<file path="config.mk">
export PLATFORM = sky130hd
export DESIGN_NAME = pmic_rail_sequencer
export DESIGN_NICKNAME = d
export VERILOG_FILES = /design/src/design/pmrs_pkg.sv /design/src/design/pmrs_fsm.sv /design/src/design/pmic_rail_sequencer.sv
export SDC_FILE = /design/constraint.sdc
export NUM_CORES = 1
export LEC_CHECK = 0
export BUFFER_PORTS_ARGS = -buffer_cell sky130_fd_sc_hd__buf_2
export CORE_ASPECT_RATIO = 1.2
export CORE_MARGIN = 2
export CORE_UTILIZATION = 45
export DETAILED_ROUTE_END_ITERATION = 16
export HOLD_SLACK_MARGIN = 0.15
export PLACE_DENSITY = 0.62
export SLEW_MARGIN = 20
export SYNTH_ARGS = -nofsm -noshare
export SYNTH_HDL_FRONTEND = slang
export SYNTH_SLANG_ARGS = --single-unit
</file>
<file path="constraint.sdc">
create_clock -name clk -period 5.7 [get_ports clk]
set_input_delay 1.14 -clock clk [delete_from_list [all_inputs] [get_ports clk]]
set_output_delay 1.14 -clock clk [all_outputs]
set_load 0.02 [all_outputs]
</file>
<file path="src/design/pmrs_pkg.sv">
// Shared types and constants for the power rail sequencer.
package pmrs_pkg;

  localparam int COUNT_BITS_DEF = 16;
  localparam int REG_BITS       = 16;
  localparam int NUM_REGS       = 7;
  localparam int CFG_IDX_BITS   = 3;

  // command codes
  localparam logic [2:0] CMD_TICK      = 3'd0;
  localparam logic [2:0] CMD_POWER_UP  = 3'd1;
  localparam logic [2:0] CMD_POWER_DN  = 3'd2;
  localparam logic [2:0] CMD_RAILS_OFF = 3'd3;
  localparam logic [2:0] CMD_PROG_DONE = 3'd4;

  // register indexes
  localparam logic [CFG_IDX_BITS-1:0] REG_RAIL_SETTLE   = 3'd0;
  localparam logic [CFG_IDX_BITS-1:0] REG_PROG_SETTLE   = 3'd1;
  localparam logic [CFG_IDX_BITS-1:0] REG_SWITCH_GAP    = 3'd2;
  localparam logic [CFG_IDX_BITS-1:0] REG_PG_FALL       = 3'd3;
  localparam logic [CFG_IDX_BITS-1:0] REG_SUPPLY_DISCH  = 3'd4;
  localparam logic [CFG_IDX_BITS-1:0] REG_PUMP_DISCH    = 3'd5;
  localparam logic [CFG_IDX_BITS-1:0] REG_POS_DISCH     = 3'd6;

  // register reset values
  localparam logic [REG_BITS-1:0] RAIL_SETTLE_RST  = 16'd10;
  localparam logic [REG_BITS-1:0] PROG_SETTLE_RST  = 16'd100;
  localparam logic [REG_BITS-1:0] SWITCH_GAP_RST   = 16'd50;
  localparam logic [REG_BITS-1:0] PG_FALL_RST      = 16'd250;
  localparam logic [REG_BITS-1:0] SUPPLY_DISCH_RST = 16'd5000;
  localparam logic [REG_BITS-1:0] PUMP_DISCH_RST   = 16'd5000;
  localparam logic [REG_BITS-1:0] POS_DISCH_RST    = 16'd3000;

  typedef struct packed {
    logic [REG_BITS-1:0] rail_settle_ms;
    logic [REG_BITS-1:0] program_settle_ms;
    logic [REG_BITS-1:0] switch_gap_ms;
    logic [REG_BITS-1:0] pg_fall_timeout_ms;
    logic [REG_BITS-1:0] supply_discharge_ms;
    logic [REG_BITS-1:0] pump_discharge_ms;
    logic [REG_BITS-1:0] positive_discharge_ms;
  } cfg_t;

  typedef struct packed {
    logic [2:0]          cmd;
    logic                power_good;
    logic [REG_BITS-1:0] pg_rise_timeout_ms;
  } item_t;

  typedef struct packed {
    logic upstream_enable;
    logic chip_enable;
    logic negative_switch_enable;
    logic positive_switch_enable;
    logic pump_switch_enable;
    logic program_request;
    logic busy_res;
    logic powered_up;
    logic sequence_done;
    logic sequence_ok;
    logic power_good_now;
  } result_t;

endpackage

</file>
<file path="src/design/pmrs_fsm.sv">
// Sequencer state machine: phase, wait counter and pin levels.
module pmrs_fsm #(
  parameter int COUNT_BITS = pmrs_pkg::COUNT_BITS_DEF
) (
  input  logic             clk,
  input  logic             rst,
  input  logic             step,
  input  pmrs_pkg::item_t  item,
  input  pmrs_pkg::cfg_t   cfg,
  output pmrs_pkg::result_t result
);

  localparam int CMP_BITS = (COUNT_BITS > pmrs_pkg::REG_BITS) ? COUNT_BITS : pmrs_pkg::REG_BITS;
  localparam logic [COUNT_BITS-1:0] CNT_MAX = '1;

  typedef enum logic [3:0] {
    PH_IDLE, PH_RAIL, PH_PROG, PH_PSETTLE, PH_GAPN, PH_GAPP, PH_PGUP,
    PH_PGDN, PH_SUPPLY, PH_PUMP, PH_POS
  } phase_t;

  typedef struct packed {
    logic up;
    logic ce;
    logic neg;
    logic pos;
    logic pump;
  } pins_t;

  phase_t                       phase, phase_next;
  logic [COUNT_BITS-1:0]        wait_count, wait_count_next;
  logic [pmrs_pkg::REG_BITS-1:0] pg_limit, pg_limit_next;
  logic                         upstream_on, upstream_on_next;
  logic                         chip_is_up, chip_is_up_next;
  pins_t                        pin_levels, pin_levels_next;

  logic                          tick;
  logic                          pg;
  logic [COUNT_BITS-1:0]         wait_inc;
  logic [pmrs_pkg::REG_BITS-1:0] lim;
  logic                          timed_over;
  logic                          limit_hit;
  logic                          done;
  logic                          ok;

  assign tick     = (item.cmd == pmrs_pkg::CMD_TICK);
  assign pg       = item.power_good;
  assign wait_inc = (wait_count == CNT_MAX) ? wait_count : wait_count + 1'b1;

  // limit for the current timed wait
  always_comb begin
    case (phase)
      PH_RAIL:    lim = cfg.rail_settle_ms;
      PH_PSETTLE: lim = cfg.program_settle_ms;
      PH_GAPN,
      PH_GAPP:    lim = cfg.switch_gap_ms;
      PH_PGUP:    lim = pg_limit;
      PH_PGDN:    lim = cfg.pg_fall_timeout_ms;
      PH_SUPPLY:  lim = cfg.supply_discharge_ms;
      PH_PUMP:    lim = cfg.pump_discharge_ms;
      PH_POS:     lim = cfg.positive_discharge_ms;
      default:    lim = '0;
    endcase
  end

  assign timed_over = tick && (CMP_BITS'(wait_inc) >= CMP_BITS'(lim));
  assign limit_hit  = CMP_BITS'(wait_count) >= CMP_BITS'(lim);

  always_comb begin
    phase_next       = phase;
    wait_count_next  = wait_count;
    pg_limit_next    = pg_limit;
    upstream_on_next = upstream_on;
    chip_is_up_next  = chip_is_up;
    pin_levels_next  = pin_levels;
    done             = 1'b0;
    ok               = 1'b0;

    unique case (phase)
      PH_IDLE: begin
        if (item.cmd == pmrs_pkg::CMD_POWER_UP) begin
          pg_limit_next   = item.pg_rise_timeout_ms;
          wait_count_next = '0;
          if (!upstream_on) begin
            pin_levels_next.up = 1'b1;
            upstream_on_next   = 1'b1;
            phase_next         = PH_RAIL;
          end else begin
            phase_next = PH_PROG;
          end
        end else if (item.cmd == pmrs_pkg::CMD_POWER_DN) begin
          pin_levels_next.ce = 1'b0;
          wait_count_next    = '0;
          phase_next         = PH_PGDN;
        end else if (item.cmd == pmrs_pkg::CMD_RAILS_OFF) begin
          wait_count_next = '0;
          phase_next      = PH_SUPPLY;
        end
      end
      PH_PROG: begin
        if (item.cmd == pmrs_pkg::CMD_PROG_DONE) begin
          wait_count_next = '0;
          phase_next      = PH_PSETTLE;
        end
      end
      PH_PGUP, PH_PGDN: begin
        if (pg == (phase == PH_PGUP)) begin
          done = 1'b1;
          ok   = 1'b1;
        end else if (tick) begin
          if (limit_hit) begin
            done = 1'b1;
          end else begin
            wait_count_next = wait_inc;
          end
        end
        if (done) begin
          chip_is_up_next = (phase == PH_PGUP) && ok;
          wait_count_next = '0;
          phase_next      = PH_IDLE;
        end
      end
      PH_RAIL, PH_PSETTLE, PH_GAPN, PH_GAPP, PH_SUPPLY, PH_PUMP, PH_POS: begin
        if (tick) begin
          wait_count_next = wait_inc;
        end
        if (timed_over) begin
          wait_count_next = '0;
          case (phase)
            PH_RAIL: phase_next = PH_PROG;
            PH_PSETTLE: begin
              pin_levels_next.neg = 1'b1;
              phase_next          = PH_GAPN;
            end
            PH_GAPN: begin
              pin_levels_next.pos = 1'b1;
              phase_next          = PH_GAPP;
            end
            PH_GAPP: begin
              pin_levels_next.pump = 1'b1;
              pin_levels_next.ce   = 1'b1;
              phase_next           = PH_PGUP;
            end
            PH_SUPPLY: begin
              pin_levels_next.pump = 1'b0;
              phase_next           = PH_PUMP;
            end
            PH_PUMP: begin
              pin_levels_next.pos = 1'b0;
              phase_next          = PH_POS;
            end
            default: begin
              pin_levels_next.neg = 1'b0;
              pin_levels_next.up  = 1'b0;
              upstream_on_next    = 1'b0;
              done                = 1'b1;
              ok                  = 1'b1;
              phase_next          = PH_IDLE;
            end
          endcase
        end
      end
      default: begin
        wait_count_next = '0;
        phase_next      = PH_IDLE;
      end
    endcase
  end

  always_ff @(posedge clk) begin
    if (rst) begin
      phase       <= PH_IDLE;
      wait_count  <= '0;
      pg_limit    <= '0;
      upstream_on <= 1'b0;
      chip_is_up  <= 1'b0;
      pin_levels  <= '0;
    end else if (step) begin
      phase       <= phase_next;
      wait_count  <= wait_count_next;
      pg_limit    <= pg_limit_next;
      upstream_on <= upstream_on_next;
      chip_is_up  <= chip_is_up_next;
      pin_levels  <= pin_levels_next;
    end
  end

  always_comb begin
    result.upstream_enable        = pin_levels_next.up;
    result.chip_enable            = pin_levels_next.ce;
    result.negative_switch_enable = pin_levels_next.neg;
    result.positive_switch_enable = pin_levels_next.pos;
    result.pump_switch_enable     = pin_levels_next.pump;
    result.program_request        = (phase_next == PH_PROG);
    result.busy_res               = (phase_next != PH_IDLE);
    result.powered_up             = chip_is_up_next;
    result.sequence_done          = done;
    result.sequence_ok            = done && ok;
    result.power_good_now         = pg;
  end

endmodule

</file>
<file path="src/design/pmic_rail_sequencer.sv">
// Top level of the display power rail sequencer.
// One transaction is taken per clock while result_ready stays high, and each gives exactly
// one result. A transaction is held in the input register and stepped through the state
// machine when the result register is empty or being read; that edge loads the result
// register. Timed waits advance only on tick transactions, so all delays are counted in
// ticks. Configuration registers are written through cfg_write/cfg_index/cfg_data and
// take effect at once.
module pmic_rail_sequencer #(
  parameter int COUNT_BITS = pmrs_pkg::COUNT_BITS_DEF
) (
  input  logic                                clk,
  input  logic                                rst,
  input  logic                                item_valid,
  output logic                                item_ready,
  input  pmrs_pkg::item_t                     item,
  output logic                                result_valid,
  input  logic                                result_ready,
  output pmrs_pkg::result_t                   result,
  input  logic                                cfg_write,
  input  logic [pmrs_pkg::CFG_IDX_BITS-1:0]   cfg_index,
  input  logic [pmrs_pkg::REG_BITS-1:0]       cfg_data
);

  pmrs_pkg::cfg_t    cfg;
  pmrs_pkg::item_t   stage;
  logic              stage_valid;
  logic              advance;
  pmrs_pkg::result_t step_result;

  assign advance    = stage_valid && (!result_valid || result_ready);
  assign item_ready = !stage_valid || advance;

  always_ff @(posedge clk) begin
    if (rst) begin
      cfg.rail_settle_ms        <= pmrs_pkg::RAIL_SETTLE_RST;
      cfg.program_settle_ms     <= pmrs_pkg::PROG_SETTLE_RST;
      cfg.switch_gap_ms         <= pmrs_pkg::SWITCH_GAP_RST;
      cfg.pg_fall_timeout_ms    <= pmrs_pkg::PG_FALL_RST;
      cfg.supply_discharge_ms   <= pmrs_pkg::SUPPLY_DISCH_RST;
      cfg.pump_discharge_ms     <= pmrs_pkg::PUMP_DISCH_RST;
      cfg.positive_discharge_ms <= pmrs_pkg::POS_DISCH_RST;
    end else if (cfg_write) begin
      case (cfg_index)
        pmrs_pkg::REG_RAIL_SETTLE:  cfg.rail_settle_ms        <= cfg_data;
        pmrs_pkg::REG_PROG_SETTLE:  cfg.program_settle_ms     <= cfg_data;
        pmrs_pkg::REG_SWITCH_GAP:   cfg.switch_gap_ms         <= cfg_data;
        pmrs_pkg::REG_PG_FALL:      cfg.pg_fall_timeout_ms    <= cfg_data;
        pmrs_pkg::REG_SUPPLY_DISCH: cfg.supply_discharge_ms   <= cfg_data;
        pmrs_pkg::REG_PUMP_DISCH:   cfg.pump_discharge_ms     <= cfg_data;
        pmrs_pkg::REG_POS_DISCH:    cfg.positive_discharge_ms <= cfg_data;
        default: ;
      endcase
    end
  end

  always_ff @(posedge clk) begin
    if (rst) begin
      stage_valid <= 1'b0;
    end else if (item_ready) begin
      stage_valid <= item_valid;
    end
  end

  always_ff @(posedge clk) begin
    if (item_ready && item_valid) begin
      stage <= item;
    end
  end

  pmrs_fsm #(
    .COUNT_BITS(COUNT_BITS)
  ) u_fsm (
    .clk   (clk),
    .rst   (rst),
    .step  (advance),
    .item  (stage),
    .cfg   (cfg),
    .result(step_result)
  );

  always_ff @(posedge clk) begin
    if (rst) begin
      result_valid <= 1'b0;
    end else if (advance) begin
      result_valid <= 1'b1;
    end else if (result_ready) begin
      result_valid <= 1'b0;
    end
  end

  always_ff @(posedge clk) begin
    if (advance) begin
      result <= step_result;
    end
  end

  a_ok_needs_done: assert property (@(posedge clk) disable iff (rst)
    result_valid && result.sequence_ok |-> result.sequence_done)
    else $error("sequence_ok without sequence_done");

  a_prog_busy: assert property (@(posedge clk) disable iff (rst)
    result_valid && result.program_request |-> result.busy_res)
    else $error("program_request while not busy");

  a_switch_order: assert property (@(posedge clk) disable iff (rst)
    result_valid |-> (!result.pump_switch_enable || result.positive_switch_enable)
                  && (!result.positive_switch_enable || result.negative_switch_enable))
    else $error("supply switches out of order");

  a_reset_empty: assert property (@(posedge clk)
    rst |=> !result_valid && !stage_valid)
    else $error("pipeline not empty after reset");

endmodule
</file>
; After elaboration in Yosys (flattened, before gate mapping)
; Index checks and enable logic that the tools add are counted.
; W data, S select, Z words.
[totals]
out_inout_bits = 13
reg_bits = 188
elab_cells = 150
[classes]
add_sub_neg = 1
reduce_logical = 30
n_eq_ne = 32
n_lt_le_gt_ge = 2
muxes = 52
[op_table]
columns = op, n
row1 = $mux W16, 11
row2 = $pmux W16 S8, 1
row3 = $pmux W16 S4, 1
row4 = $ge A16 B16 Y1, 2
row5 = $mux W4, 6
row6 = $pmux W4 S6, 1
row7 = $mux W1, 21
row8 = $add A16 B1 Y16 const B, 1
row9 = $eq A16 B16 Y1 const B, 1
row10 = $eq A4 B3 Y1 const B, 4
row11 = $pmux W4 S4, 1
row12 = $reduce_and A2 Y1, 7
row13 = $eq A3 B2 Y1 const B, 4
row14 = $eq A3 B3 Y1 const B, 4
row15 = $eq A4 B2 Y1 const B, 3
row16 = $eq A4 B4 Y1 const B, 3
row17 = $pmux W1 S2, 6
row18 = $reduce_and A7 Y1, 1
row19 = $reduce_or A7 Y1, 1
row20 = $eq A3 B1 Y1 const B, 2
row21 = $logic_not A3 Y1, 2
row22 = $ne A2 B1 Y1 const B, 3
row23 = $ne A3 B1 Y1 const B, 2
row24 = $ne A3 B3 Y1 const B, 2
row25 = other kinds (19), 27

; Depth between registers and ports, before layout
[logic_depth]
ltp_word = 11
ltp_mapped = 18

; By module
; From an unflattened synthesis, not the netlist that was laid out.
[hier_totals]
cells_unflattened = 949
hier_area_um2 = 9346.5
[by_module_without_submodules]
columns = module, cells_per_inst, instances, area_each_um2, seq_area_each_um2
row1 = pmic_rail_sequencer, 442, 1, 5386.4, 3213.1
row2 = pmrs_fsm, 507, 1, 3960.0, 860.8

; Least setup slack after synthesis
; Ideal clock, no wire load.
[synth_path]
kind = register -> register
from = register u_fsm.wait_count[0]
to = register result[5] (netlist bit) (data pin)
arrival_ns = 4.093
t_required_ns = 5.532
setup_slack_ns = 1.439
setup_ns = 0.168
stages_incl_launch_ff = 18
cell_sequence = dfxtp_1 > ha_1 > and3_1 > nand4_1 > or2_1 > clkbuf_1 > nand2b_1 > or3_1 > xnor2_1 > ha_1 > a21oi_1 > nor3_1 > or4_4 > a41oi_4 > nor2_2 > maj3_2 > o311a_4 > nor4b_4
[synth_lines]
columns = item, line
row1 = from (decl), pmrs_fsm.sv:30  ; logic [COUNT_BITS-1:0] wait_count, wait_count_next;
row2 = from (signal assigned), pmrs_fsm.sv:179  ; wait_count <= wait_count_next;
row3 = to (signal assigned), pmic_rail_sequencer.sv:93  ; result <= step_result;
row4 = to (decl), pmic_rail_sequencer.sv:18  ; output pmrs_pkg::result_t result,

==> flow_summary.yaml <==
power_and_ir_drop:
  swShare: 0.273
  p_clk_frac: 0.422
  p_leak_nw: 3.67
  p_int_mw: 2.05
  power_frac_comb: 0.079
  power-per-cell-area_nw_per_um2: 282
  irDropWorstVdd_mv: 0.209
  netSwitchingPower_mw: 0.769
  seqPwrFrac: 0.499
critical_path:
  startpoint: "u_fsm.phase[2]$_SDFFE_PP0P_"
  cpMaxStageDelayCell: "dfxtp_1"
  timing.rr.start: "u_fsm.phase[2]$_SDFFE_PP0P_"
  r2r_slack_ns: 1.10
  cp.arrival_ns: 4.87
  crit_type: "reg -> reg"
  cp.required_ns: 5.97
  crit_fanout: 19
  end_kind: "flop"
  cp-start-kind: "flop"
  crit_chain: "nand2b_1 -> nor3_2 -> buf_4 -> a222oi_1 -> nand2_1 -> a21oi_1 -> ha_1 -> nand2_1 -> nor3_1 -> or4_4 -> a41oi_4 -> nor2_2 -> maj3_2 -> o311a_4 -> nor4b_4"
  crit_top_cell: "nand2_1"
  cpPeakStageDelay_ns: 0.66
floorplanning:
  core_um2: 19500
  die_x_um: 133
  fp.dieArea_um2: 21000
  die_h_um: 158
  fp-row-count: 56
  start_util: 0.457
  io_pins: 57
synth:
  netlist.top_cell.by_area: "dfxtp_1"
  synth_top_cell_area_share: 0.352
  synth_fp_nets: 1154
  yosysWarnings: 0
  syn-cell-area_um2: 8940
  synthCells: 1076
  ys_ff_latch: 188
  synthArstFlopShare: 0
  yosysUniqueCellTypes: 66
  synth_area_leaders: "dfxtp_1, nand2_1, edfxtp_1"
  synth_edf_count: 31
  synthFlopType: "dfxtp_1"
  yosysSeqAreaShare: 0.456
  syn_area_per_cell_um2: 8.31
grt:
  grt_use_met2: 0.402
  grt_pass1_wl_um: 39400
  use_met3: 0.0341
  grtUsageTotal: 0.242
  grt_util_met1: 0.327
  grt_max_degree: 101
  first_global_vias: 7124
  antenna_found_initial: 0
  grt-busiest-layer: "met2"
  grt_remaining_overflow: 0
flow_run:
  drv_cap: 0
finish:
  num-nets-final: 1182
  area_delta_synth_final_pct: 11.8
  num_antenna_cells: 0
  drive_gt1_frac: 0.115
  fin_area_um2: 9990
timing:
  hold_viol: 0
  rsz0062_at_grt: "no"
  fmax_ghz: 0.217
  finalSetupViolCount: 0
  relSlewSlack: 0.299
  finalSetupTns_ns: 0
  slew_violations: 0
  finClkSkew_ns: 0.0159
  min_period_ns: 4.60
  post-route-period-util: 0.807
  tightest_slew_ns: 1.05
clocking:
  cts_setup_buffers: 0
  cts_resized: 0
  clk_pin_slew_ns: 0.08
  cts_hold_buf: 0
  htree_levels: 4
  clk_path_buf_depth: 2
  numCtsBuffers: 17
  clk_latency_ns: 0.44
  cts_tree: "done"
  clockRootBuffer: "clkbuf_16"
  clock-sinks: 188
drt:
  drtIter0Drc: 792
  drt-total-wl_um: 24900
  detail-route-antenna-nets: 0
  wl_per_cell_um: 18.1
  drc: 0
  drtPass1Iterations: 7
  vias: 7732
  vias_per_cell: 5.61
placement:
  placed_cell_area_um2: 9400
  io_buffers: 56
  dp_hpwl_um: 17000
  place.gp.congestion: 0.878
worst_hold_path:
  min_path_type: "reg -> reg"
  min_from: "cfg[64]$_SDFFE_PP0P_"
status:
  status: "complete, no violations"
area by class of cell:
class / instances / area, µm²
fill: 1874 / 9560
multi-input combinational: 818 / 4570
sequential: 188 / 4070
clock buffer: 17 / 425
timing repair buffer: 72 / 403
tap: 261 / 327
clock inverter: 15 / 170
inverter: 7 / 26.3
per-layer routing:
| metal | wire length [µm] | up-vias |
|---|---|---|
| met5 | 0 | - |
| met4 | 501 | 0 |
| met3 | 1190 | 32 |
| met2 | 11700 | 238 |
| met1 | 11500 | 3632 |
| li1 | - | 3830 |
kinds of logic after synthesis:
group,after synthesis,share of synthesized area
simple gates,509,0.258
fa+ha+maj,35,0.0488
buf+inv,70,0.0369
compound gates,245,0.169
flops,188,0.456
xor+xnor,10,0.00980
mux,19,0.0217
synthesized netlist by cell type, drive strengths merged, types with 3 or more instances:
master  instances
mux2            3
a22oi          18
o32ai           3
o21ai          14
a211oi          4
dfxtp         157
nand2         310
nand2b         16
nand4          11
a222oi         15
a31oi           5
ha             34
and2            3
and3           14
nor2           53
nand3b         32
xor2            4
nor3           15
inv             6
a21oi         158
mux2i          16
nor2b          11
o21a            8
nor3b           3
or2             3
xnor2           6
nand3          29
edfxtp         31
clkbuf         59
buf             4
per-stage QoR:
| step | instances | power, mW | setup slack [ns] | utilization | hold WS, ns |
|---|---|---|---|---|---|
| final | 1378 | 2.82 | 1.10 | 0.511 | 0.457 |
| after global routing | 1378 | 2.92 | 0.783 | 0.511 | 0.474 |
| after CTS | 1378 | 2.84 | 1.15 | 0.511 | 0.457 |
| after detailed placement | 1346 | 1.66 | 1.19 | 0.481 | 0.446 |
| after global placement | 1346 | 1.66 | 1.24 | 0.480 | 0.442 |
| after floorplan | 1076 | 1.58 | 1.44 | - | 0.433 |
state kept, by name (all words and copies together), names as in the netlist:
register           flops
cfg                  112
stage                 20
u_fsm.pg_limit        16
u_fsm.wait_count      16
result                11
u_fsm.pin_levels       5
u_fsm.phase            4
result_valid           1
stage_valid            1
u_fsm.chip_is_up       1
u_fsm.upstream_on      1
path summary, 6_finish.rpt:
| kind | endpoint | cells past startpoint |
|---|---|---|
| worst max-delay path | result[5]$_DFFE_PP_ | 15 |
| worst max register to register | result[5]$_DFFE_PP_ | 15 |
| worst min-delay path | cfg[64]$_SDFFE_PP0P_ | 2 |
| worst min register to register | cfg[64]$_SDFFE_PP0P_ | 2 |
placed cells by master (no fill, tap or decap), types with 3 or more instances in the layout:
cell	netlist	routed
xnor2_1	6	6
ha_1	34	34
a22oi_1	18	18
clkbuf_16	0	17
dfxtp_1	157	157
inv_6	0	5
a31oi_1	5	5
nor2b_1	11	11
nand2b_1	16	16
mux2i_1	16	16
a211oi_1	3	3
mux2_2	3	3
nor3_2	0	4
nand4_1	11	11
buf_2	1	55
nand3b_1	32	32
nor3_1	15	10
and3_1	12	12
nand2_1	310	310
a222oi_1	15	15
xor2_1	4	4
edfxtp_1	31	31
o21ai_0	14	14
and2_1	3	3
nor2_1	52	52
clkinv_8	0	4
inv_1	6	6
nand3_1	29	29
nor3b_1	3	3
o21a_1	8	8
buf_4	0	17
a21oi_1	157	157
o32ai_1	3	3
power by group through the flow:
stage / Combinational (mW) / Clock, mW / Sequential, mW
finish: 0.222 / 1.19 / 1.41
global route: 0.244 / 1.26 / 1.41
CTS: 0.222 / 1.21 / 1.41
detailed placement: 0.221 / 0 / 1.44
global placement: 0.220 / 0 / 1.44
floorplan: 0.144 / 0 / 1.43
worst max-delay path, delay by kind of cell, from the launching register on:
family	cells	cell delay [ns]
DFF	1	0.66
AOI/OAI and AO/OA	4	1.34
and+or+nand+nor	8	1.51
adders and majority gates	2	0.65
buffers and inverters	1	0.26
No activity file was read; power rests on OpenSTA's default activity.
